### src/sjfq_pkg.sv
package sjfq_pkg;

	localparam int DEPTH_DEF    = 16;
	localparam int ID_BITS_DEF  = 8;
	localparam int KEY_BITS_DEF = 16;

	typedef enum logic {
		OP_INSERT = 1'b0,
		OP_REMOVE = 1'b1
	} op_t;

	typedef enum logic [1:0] {
		ST_OK    = 2'd0,
		ST_UNDER = 2'd1,
		ST_OVER  = 2'd2
	} status_t;

	typedef enum logic [2:0] {
		S_IDLE,
		S_INS_SCAN,
		S_INS_PUT,
		S_RM_SCAN,
		S_DONE
	} state_t;

endpackage

### src/sjfq_in_if.sv
interface sjfq_in_if #(
	parameter int ID_BITS  = sjfq_pkg::ID_BITS_DEF,
	parameter int KEY_BITS = sjfq_pkg::KEY_BITS_DEF
);
	logic                 valid;
	logic                 ready;
	sjfq_pkg::op_t        operation;
	logic [ID_BITS-1:0]   job_id;
	logic [KEY_BITS-1:0]  burst_time;

	modport source (output valid, output operation, output job_id, output burst_time,
		input ready);
	modport sink (input valid, input operation, input job_id, input burst_time,
		output ready);
endinterface

### src/sjfq_out_if.sv
interface sjfq_out_if #(
	parameter int ID_BITS  = sjfq_pkg::ID_BITS_DEF,
	parameter int KEY_BITS = sjfq_pkg::KEY_BITS_DEF,
	parameter int CNT_W    = $clog2(sjfq_pkg::DEPTH_DEF + 1)
);
	logic                 valid;
	logic                 ready;
	sjfq_pkg::status_t    status;
	logic [ID_BITS-1:0]   out_job_id;
	logic [KEY_BITS-1:0]  out_burst_time;
	logic [CNT_W-1:0]     occupancy;

	modport source (output valid, output status, output out_job_id, output out_burst_time,
		output occupancy, input ready);
	modport sink (input valid, input status, input out_job_id, input out_burst_time,
		input occupancy, output ready);
endinterface

### src/shortest_job_first_ready_queue.sv
// Sorted ready queue, one word at a time through a one-read, one-write entry memory.
// Insert: scan from the tail, one entry per cycle, shifting larger bursts up by one slot
// through the memory's one read and one write port, then write the new job into its slot.
// Remove: take the head and copy every other entry down one slot. Errors skip the scan.
// in_ch.ready is high only while idle; a finished result waits in the output register.
// Reset (arst_n low) empties the queue and drops any pending result; memory is not cleared.
module shortest_job_first_ready_queue #(
	parameter int DEPTH    = sjfq_pkg::DEPTH_DEF,
	parameter int ID_BITS  = sjfq_pkg::ID_BITS_DEF,
	parameter int KEY_BITS = sjfq_pkg::KEY_BITS_DEF
) (
	input  logic        clk,
	input  logic        arst_n,
	sjfq_in_if.sink     in_ch,
	sjfq_out_if.source  out_ch
);

	localparam int IDX_W = $clog2(DEPTH);
	localparam int CNT_W = $clog2(DEPTH + 1);

	// entry memory and registered read port
	logic [ID_BITS-1:0]  mem_id_q  [DEPTH];
	logic [KEY_BITS-1:0] mem_key_q [DEPTH];
	logic [ID_BITS-1:0]  rd_id_q;
	logic [KEY_BITS-1:0] rd_key_q;

	// control state
	sjfq_pkg::state_t  state_q, state_d;
	logic [CNT_W-1:0]  count_q, count_d;
	logic              out_valid_q, out_valid_d;

	// working registers
	logic [IDX_W-1:0]    idx_q, idx_d;
	logic [IDX_W-1:0]    pos_q, pos_d;
	logic [ID_BITS-1:0]  id_q, id_d;
	logic [KEY_BITS-1:0] key_q, key_d;
	sjfq_pkg::status_t   res_status_q, res_status_d;
	logic [ID_BITS-1:0]  res_id_q, res_id_d;
	logic [KEY_BITS-1:0] res_key_q, res_key_d;

	// output register
	sjfq_pkg::status_t   out_status_q;
	logic [ID_BITS-1:0]  out_id_q;
	logic [KEY_BITS-1:0] out_key_q;
	logic [CNT_W-1:0]    out_occ_q;
	logic                out_load;

	// memory port controls
	logic                we;
	logic [IDX_W-1:0]    waddr;
	logic [ID_BITS-1:0]  wid;
	logic [KEY_BITS-1:0] wkey;
	logic [IDX_W-1:0]    raddr;

	logic                in_fire;
	logic [CNT_W-1:0]    count_m1;
	logic [CNT_W-1:0]    idx_p1;

	assign in_ch.ready = (state_q == sjfq_pkg::S_IDLE);
	assign in_fire     = in_ch.valid && in_ch.ready;
	assign count_m1    = count_q - CNT_W'(1);
	assign idx_p1      = CNT_W'(idx_q) + CNT_W'(1);

	// sequence the scan and drive the memory port
	always_comb begin
		state_d      = state_q;
		count_d      = count_q;
		out_valid_d  = out_valid_q;
		idx_d        = idx_q;
		pos_d        = pos_q;
		id_d         = id_q;
		key_d        = key_q;
		res_status_d = res_status_q;
		res_id_d     = res_id_q;
		res_key_d    = res_key_q;
		out_load     = 1'b0;
		we           = 1'b0;
		waddr        = idx_q;
		wid          = rd_id_q;
		wkey         = rd_key_q;
		raddr        = idx_q;

		if (out_valid_q && out_ch.ready) begin
			out_valid_d = 1'b0;
		end

		case (state_q)
			sjfq_pkg::S_IDLE: begin
				if (in_fire) begin
					id_d         = in_ch.job_id;
					key_d        = in_ch.burst_time;
					res_status_d = sjfq_pkg::ST_OK;
					res_id_d     = '0;
					res_key_d    = '0;
					if (in_ch.operation == sjfq_pkg::OP_REMOVE) begin
						if (count_q == '0) begin
							res_status_d = sjfq_pkg::ST_UNDER;
							state_d      = sjfq_pkg::S_DONE;
						end else begin
							raddr   = '0;
							idx_d   = '0;
							state_d = sjfq_pkg::S_RM_SCAN;
						end
					end else begin
						if (count_q >= CNT_W'(DEPTH)) begin
							res_status_d = sjfq_pkg::ST_OVER;
							state_d      = sjfq_pkg::S_DONE;
						end else if (count_q == '0) begin
							pos_d   = '0;
							state_d = sjfq_pkg::S_INS_PUT;
						end else begin
							raddr   = count_m1[IDX_W-1:0];
							idx_d   = count_m1[IDX_W-1:0];
							state_d = sjfq_pkg::S_INS_SCAN;
						end
					end
				end
			end

			// read data holds entry idx_q; move it up while its burst is larger
			sjfq_pkg::S_INS_SCAN: begin
				if (rd_key_q > key_q) begin
					we    = 1'b1;
					waddr = idx_p1[IDX_W-1:0];
					if (idx_q == '0) begin
						pos_d   = '0;
						state_d = sjfq_pkg::S_INS_PUT;
					end else begin
						raddr = idx_q - IDX_W'(1);
						idx_d = idx_q - IDX_W'(1);
					end
				end else begin
					pos_d   = idx_p1[IDX_W-1:0];
					state_d = sjfq_pkg::S_INS_PUT;
				end
			end

			sjfq_pkg::S_INS_PUT: begin
				we      = 1'b1;
				waddr   = pos_q;
				wid     = id_q;
				wkey    = key_q;
				count_d = count_q + CNT_W'(1);
				state_d = sjfq_pkg::S_DONE;
			end

			// read data holds entry idx_q; take the head, copy the rest down
			sjfq_pkg::S_RM_SCAN: begin
				if (idx_q == '0) begin
					res_id_d  = rd_id_q;
					res_key_d = rd_key_q;
				end else begin
					we    = 1'b1;
					waddr = idx_q - IDX_W'(1);
				end
				if (idx_p1 < count_q) begin
					raddr = idx_p1[IDX_W-1:0];
					idx_d = idx_p1[IDX_W-1:0];
				end else begin
					count_d = count_m1;
					state_d = sjfq_pkg::S_DONE;
				end
			end

			sjfq_pkg::S_DONE: begin
				if (!out_valid_q || out_ch.ready) begin
					out_load    = 1'b1;
					out_valid_d = 1'b1;
					state_d     = sjfq_pkg::S_IDLE;
				end
			end

			default: begin
				state_d = sjfq_pkg::S_IDLE;
			end
		endcase
	end

	// hold control state
	always_ff @(posedge clk or negedge arst_n) begin
		if (!arst_n) begin
			state_q     <= sjfq_pkg::S_IDLE;
			count_q     <= '0;
			out_valid_q <= 1'b0;
		end else begin
			state_q     <= state_d;
			count_q     <= count_d;
			out_valid_q <= out_valid_d;
		end
	end

	// hold working and result words
	always_ff @(posedge clk) begin
		idx_q        <= idx_d;
		pos_q        <= pos_d;
		id_q         <= id_d;
		key_q        <= key_d;
		res_status_q <= res_status_d;
		res_id_q     <= res_id_d;
		res_key_q    <= res_key_d;
		if (out_load) begin
			out_status_q <= res_status_q;
			out_id_q     <= res_id_q;
			out_key_q    <= res_key_q;
			out_occ_q    <= count_q;
		end
	end

	// write and read the entry memory
	always_ff @(posedge clk) begin
		if (we) begin
			mem_id_q[waddr]  <= wid;
			mem_key_q[waddr] <= wkey;
		end
		rd_id_q  <= mem_id_q[raddr];
		rd_key_q <= mem_key_q[raddr];
	end

	assign out_ch.valid          = out_valid_q;
	assign out_ch.status         = out_status_q;
	assign out_ch.out_job_id     = out_id_q;
	assign out_ch.out_burst_time = out_key_q;
	assign out_ch.occupancy      = out_occ_q;

endmodule

### src/flat_wrapper.sv
// flat-port wrapper written by rule: the top's interface ports become plain ports
module shortest_job_first_ready_queue_flat 
#(
	parameter int DEPTH    = sjfq_pkg::DEPTH_DEF,
	parameter int ID_BITS  = sjfq_pkg::ID_BITS_DEF,
	parameter int KEY_BITS = sjfq_pkg::KEY_BITS_DEF
)
  (clk, arst_n, in_ch_valid, in_ch_operation, in_ch_job_id, in_ch_burst_time, in_ch_ready, out_ch_valid, out_ch_status, out_ch_out_job_id, out_ch_out_burst_time, out_ch_occupancy, out_ch_ready);
  sjfq_in_if #(.ID_BITS(ID_BITS), .KEY_BITS(KEY_BITS)) in_ch_i ();
  sjfq_out_if #(.ID_BITS(ID_BITS), .KEY_BITS(KEY_BITS)) out_ch_i ();
  input  logic clk;
  input  logic arst_n;
  input wire logic [$bits(in_ch_i.valid)-1:0] in_ch_valid;
  input wire logic [$bits(in_ch_i.operation)-1:0] in_ch_operation;
  input wire logic [$bits(in_ch_i.job_id)-1:0] in_ch_job_id;
  input wire logic [$bits(in_ch_i.burst_time)-1:0] in_ch_burst_time;
  output wire logic [$bits(in_ch_i.ready)-1:0] in_ch_ready;
  output wire logic [$bits(out_ch_i.valid)-1:0] out_ch_valid;
  output wire logic [$bits(out_ch_i.status)-1:0] out_ch_status;
  output wire logic [$bits(out_ch_i.out_job_id)-1:0] out_ch_out_job_id;
  output wire logic [$bits(out_ch_i.out_burst_time)-1:0] out_ch_out_burst_time;
  output wire logic [$bits(out_ch_i.occupancy)-1:0] out_ch_occupancy;
  input wire logic [$bits(out_ch_i.ready)-1:0] out_ch_ready;
  assign in_ch_i.valid = in_ch_valid;
  assign in_ch_i.operation = in_ch_operation;
  assign in_ch_i.job_id = in_ch_job_id;
  assign in_ch_i.burst_time = in_ch_burst_time;
  assign in_ch_ready = in_ch_i.ready;
  assign out_ch_valid = out_ch_i.valid;
  assign out_ch_status = out_ch_i.status;
  assign out_ch_out_job_id = out_ch_i.out_job_id;
  assign out_ch_out_burst_time = out_ch_i.out_burst_time;
  assign out_ch_occupancy = out_ch_i.occupancy;
  assign out_ch_i.ready = out_ch_ready;
  shortest_job_first_ready_queue #(.DEPTH(DEPTH), .ID_BITS(ID_BITS), .KEY_BITS(KEY_BITS)) u_core (.clk(clk), .arst_n(arst_n), .in_ch(in_ch_i), .out_ch(out_ch_i));
endmodule
### config.mk
export PLATFORM = sky130hd
export DESIGN_NAME = shortest_job_first_ready_queue_flat
export DESIGN_NICKNAME = d
export VERILOG_FILES = /design/src/sjfq_pkg.sv /design/src/sjfq_in_if.sv /design/src/sjfq_out_if.sv /design/src/shortest_job_first_ready_queue.sv /design/src/flat_wrapper.sv
export SDC_FILE = /design/constraint.sdc
export NUM_CORES = 1
export LEC_CHECK = 0
export BUFFER_PORTS_ARGS = -buffer_cell sky130_fd_sc_hd__buf_2
export CAP_MARGIN = 20
export CELL_PAD_IN_SITES_DETAIL_PLACEMENT = 1
export CELL_PAD_IN_SITES_GLOBAL_PLACEMENT = 1
export CORE_UTILIZATION = 50
export DETAILED_ROUTE_END_ITERATION = 7
export HOLD_SLACK_MARGIN = 0.02
export PLACE_DENSITY_LB_ADDON = 0.1
export SETUP_SLACK_MARGIN = 0.15
export SYNTH_ARGS = -nofsm -noshare
export SYNTH_HDL_FRONTEND = slang
export SYNTH_SLANG_ARGS = --single-unit
export TNS_END_PERCENT = 50
### constraint.sdc
create_clock -name clk -period 6.8 [get_ports clk]
set_input_delay 0.34 -clock clk [delete_from_list [all_inputs] [get_ports clk]]
set_output_delay 0.34 -clock clk [all_outputs]
set_load 0.02 [all_outputs]
==> flow_summary.yaml <==
yosys:
  synth_warnings: 0
  synth_edf_count: 469
  synth_area_leaders: "edfxtp_1 68%, mux2i_1 14%, dfxtp_1 2.7%"
  netlist_area_um2: 20600
  syn_area_per_cell_um2: 16.6
  synthArstFlopShare_pct: 1.78
  synth_area_leader_cell: "edfxtp_1"
  synth.net_count: 1290
  synth-main-ff-cell: "edfxtp_1"
  yosysSeqAreaShare_pct: 72.3
  syn_inst: 1237
  yosysUniqueCellTypes: 54
  synth_seq_cells: 506
  synth.top_cell.area_share_pct: 68.5
timing:
  tightestPinTransition_ps: 1080
  tns_ps: 0
  min_period_ps: 4610
  hold_viol: 0
  fmax_ghz: 0.217
  timing.clock.skew_ps: 18.3
  max-slew-margin-rel_pct: 27.9
  setup_violations: 0
  fin_crit_sh_pct: 67.8
  rsz0062_at_grt: "no"
  report.final.slew_viol_count: 0
run:
  drv_cap: 0
finish:
  most-common-layout-cells: "469 x edfxtp_1, 288 x mux2i_1, 61 x buf_2"
  mostFrequentLayoutCell: "edfxtp_1"
  drive_gt1_share_pct: 15.2
  syn_to_final_growth_pct: 14.2
  antenna_cells: 0
  num-fill-cells: 3659
  layout.cells.non_filler: 1908
  num-nets-final: 1392
floorplan:
  die_w_um: 205
  num_io_pins: 62
  core_area_um2: 40200
  die_h_um: 205
  rows: 73
  dieArea_um2: 42000
  start_util_pct: 51.2
route:
  first_pass_iters: 5
  drt-wirelength-per-cell_um: 25.5
  avgViaCountPerCell: 5.72
  vias: 10900
  drc: 0
  drt-total-wl_um: 48600
  first_iter_violations: 729
  drtAntennaViolNets: 0
clock_tree:
  cts_buffer_depth: 3
  tritoncts: "done"
  clk_latency_ps: 600
  cts_inserted_buffers: 52
  h-tree-depth: 2
  root_buffer: "clkbuf_16"
  cts.sinks: 506
  path_clk_slew_ps: 60
critical_path:
  rr_startpoint: "u_core.idx_q[0]$_DFF_P_"
  endpoint_kind: "flop"
  r2r_end: "u_core.rd_key_q[9]$_DFF_P_"
  regToRegSetupSlack_ps: 2190
  startpoint: "u_core.idx_q[0]$_DFF_P_"
  cp.arrival_ps: 5080
  path_max_fanout: 110
  criticalPathCategory: "flop to flop"
  endpoint: "u_core.rd_key_q[9]$_DFF_P_"
  startpoint_type: "flop"
  cp_data_required_time_ps: 7270
  r2r_cells: 14
outcome:
  status: "completed"
placed_design:
  dp_hpwl_um: 27000
  port_buffers: 61
  place_congestion: 0.848
  dp.cells: 1783
global_routing:
  grt_usage_pct: 23.7
  grt-ovfl-total: 0
  grt_antenna_before_repair: 0
  grt_pass1_wl_um: 72100
  grt_pass1_vias: 11700
  grt_start_max_net_pins: 111
worst_hold_path:
  min_path_type: "input pin to async pin"
power_and_ir_drop:
  irDropWorstVdd_uv: 383
  power_density_nw_per_um2: 491
  power_mw: 11.5
  leakage_nw: 9.14
==> critical path: stages, from the launching register on <==
cell and delay, ps:
dfxtp_1 580, ha_1 360, xor2_1 260, ha_1 300, a21oi_1 120, o21ai_1 110
a211o_1 320, nor4_1 360, nor3b_1 230, nand3b_1 260, buf_12 560, mux2i_1 380
mux2i_1 140, o22ai_1 210, nor2_1 100
==> sequential cells by signal, indices dropped and copies added (netlist names) <==
| name | flops |
|---|---|
| u_core.mem_id_q | 128 |
| u_core.out_ch.status | 2 |
| u_core.id_q | 8 |
| u_core.res_key_q | 16 |
| u_core.count_q | 5 |
| u_core.mem_key_q | 256 |
| u_core.out_ch.occupancy | 5 |
| u_core.res_status_q | 2 |
| u_core.res_id_q | 8 |
| u_core.key_q | 16 |
| u_core.out_ch.out_job_id | 8 |
| u_core.out_ch.valid | 1 |
| u_core.rd_key_q | 16 |
| u_core.idx_q | 4 |
| u_core.out_ch.out_burst_time | 16 |
| u_core.rd_id_q | 8 |
| u_core.pos_q | 4 |
| u_core.state_q | 3 |
==> stage by stage <==
step	utilization [%]	worst slack (ps)	hold slack, ps	instance area [um^2]
final	58.5	2190	136	23500
after global routing	58.5	1900	144	23500
after CTS	58.4	2270	117	23500
after detailed placement	53.4	2300	220	21400
after global placement	53.4	2290	220	21400
after floorplan	-	2860	44.4	20600
==> layout make-up <==
class | instances | area, um^2 | area share, %
clock buffers | 74 | 1440 | 6.15
clock inverters | 24 | 323 | 1.37
inverters | 37 | 139 | 0.591
multi-input cells | 636 | 5310 | 22.6
flip-flops and latches | 506 | 14900 | 63.3
well taps | 525 | 657 | 2.80
repair buffers | 106 | 758 | 3.23
==> cell usage after synthesis, types with 8 or more instances <==
cell type and number:
clkbuf_1 20, a21oi_1 20, dfxtp_1 28, nand2_1 33
xnor2_1 8, mux2_2 24, o22ai_1 50, ha_1 24
edfxtp_1 469, nor3_1 10, nor2_1 57, nand2b_1 10
inv_1 36, mux2i_1 288, buf_6 22, o21ai_0 16
buf_2 13, and2_1 28, dfrtp_1 9
==> where the power goes <==
group          total (mW)  leakage, nW  switching (mW)  internal [mW]
clock network        2.93        0.866            1.19           1.75
logic                3.98         3.69            2.59           1.40
registers            4.61         4.58           0.220           4.39
==> per-layer routing <==
layer,wire length (um),vias up,global-route usage [%]
met2,24100,213,40.3
met5,0,-,0
met3,1710,79,3.36
met4,1180,0,7.14
met1,21700,5651,31.7
li1,-,4973,-
==> worst min-delay path by stage <==
stage                                     to  slack (ps)  cells past startpoint
6_report       u_core.state_q[2]$_DFFE_PN0P_         140                      2
5_1_grt        u_core.out_ch.valid$_DFF_PN0_         140                      2
4_1_cts        u_core.out_ch.valid$_DFF_PN0_         120                      2
3_5_place_dp   u_core.out_ch.valid$_DFF_PN0_         220                      1
3_3_place_gp   u_core.out_ch.valid$_DFF_PN0_         220                      1
2_1_floorplan  u_core.count_q[0]$_DFFE_PN0P_          40                      0
==> cells by family after synthesis <==
| kind of cell | after synthesis | share of synthesized area (%) |
|---|---|---|
| AOI/OAI and AO/OA | 120 | 3.69 |
| xor gates and xnor gates | 11 | 0.468 |
| adders and majority gates | 24 | 1.46 |
| buffers and inverters | 95 | 2.67 |
| DFF | 506 | 72.3 |
| muxes | 312 | 15.3 |
| and+or+nand+nor | 169 | 4.09 |
==> what timing repair did <==
action | 4_1_cts | 5_1_grt
hold buffers | 26 | 0
setup buffers | 0 | 0
resized for setup | 0 | 0
endpoints found under the hold margin | 34 | 0
No activity file was read; power rests on OpenSTA's default activity.
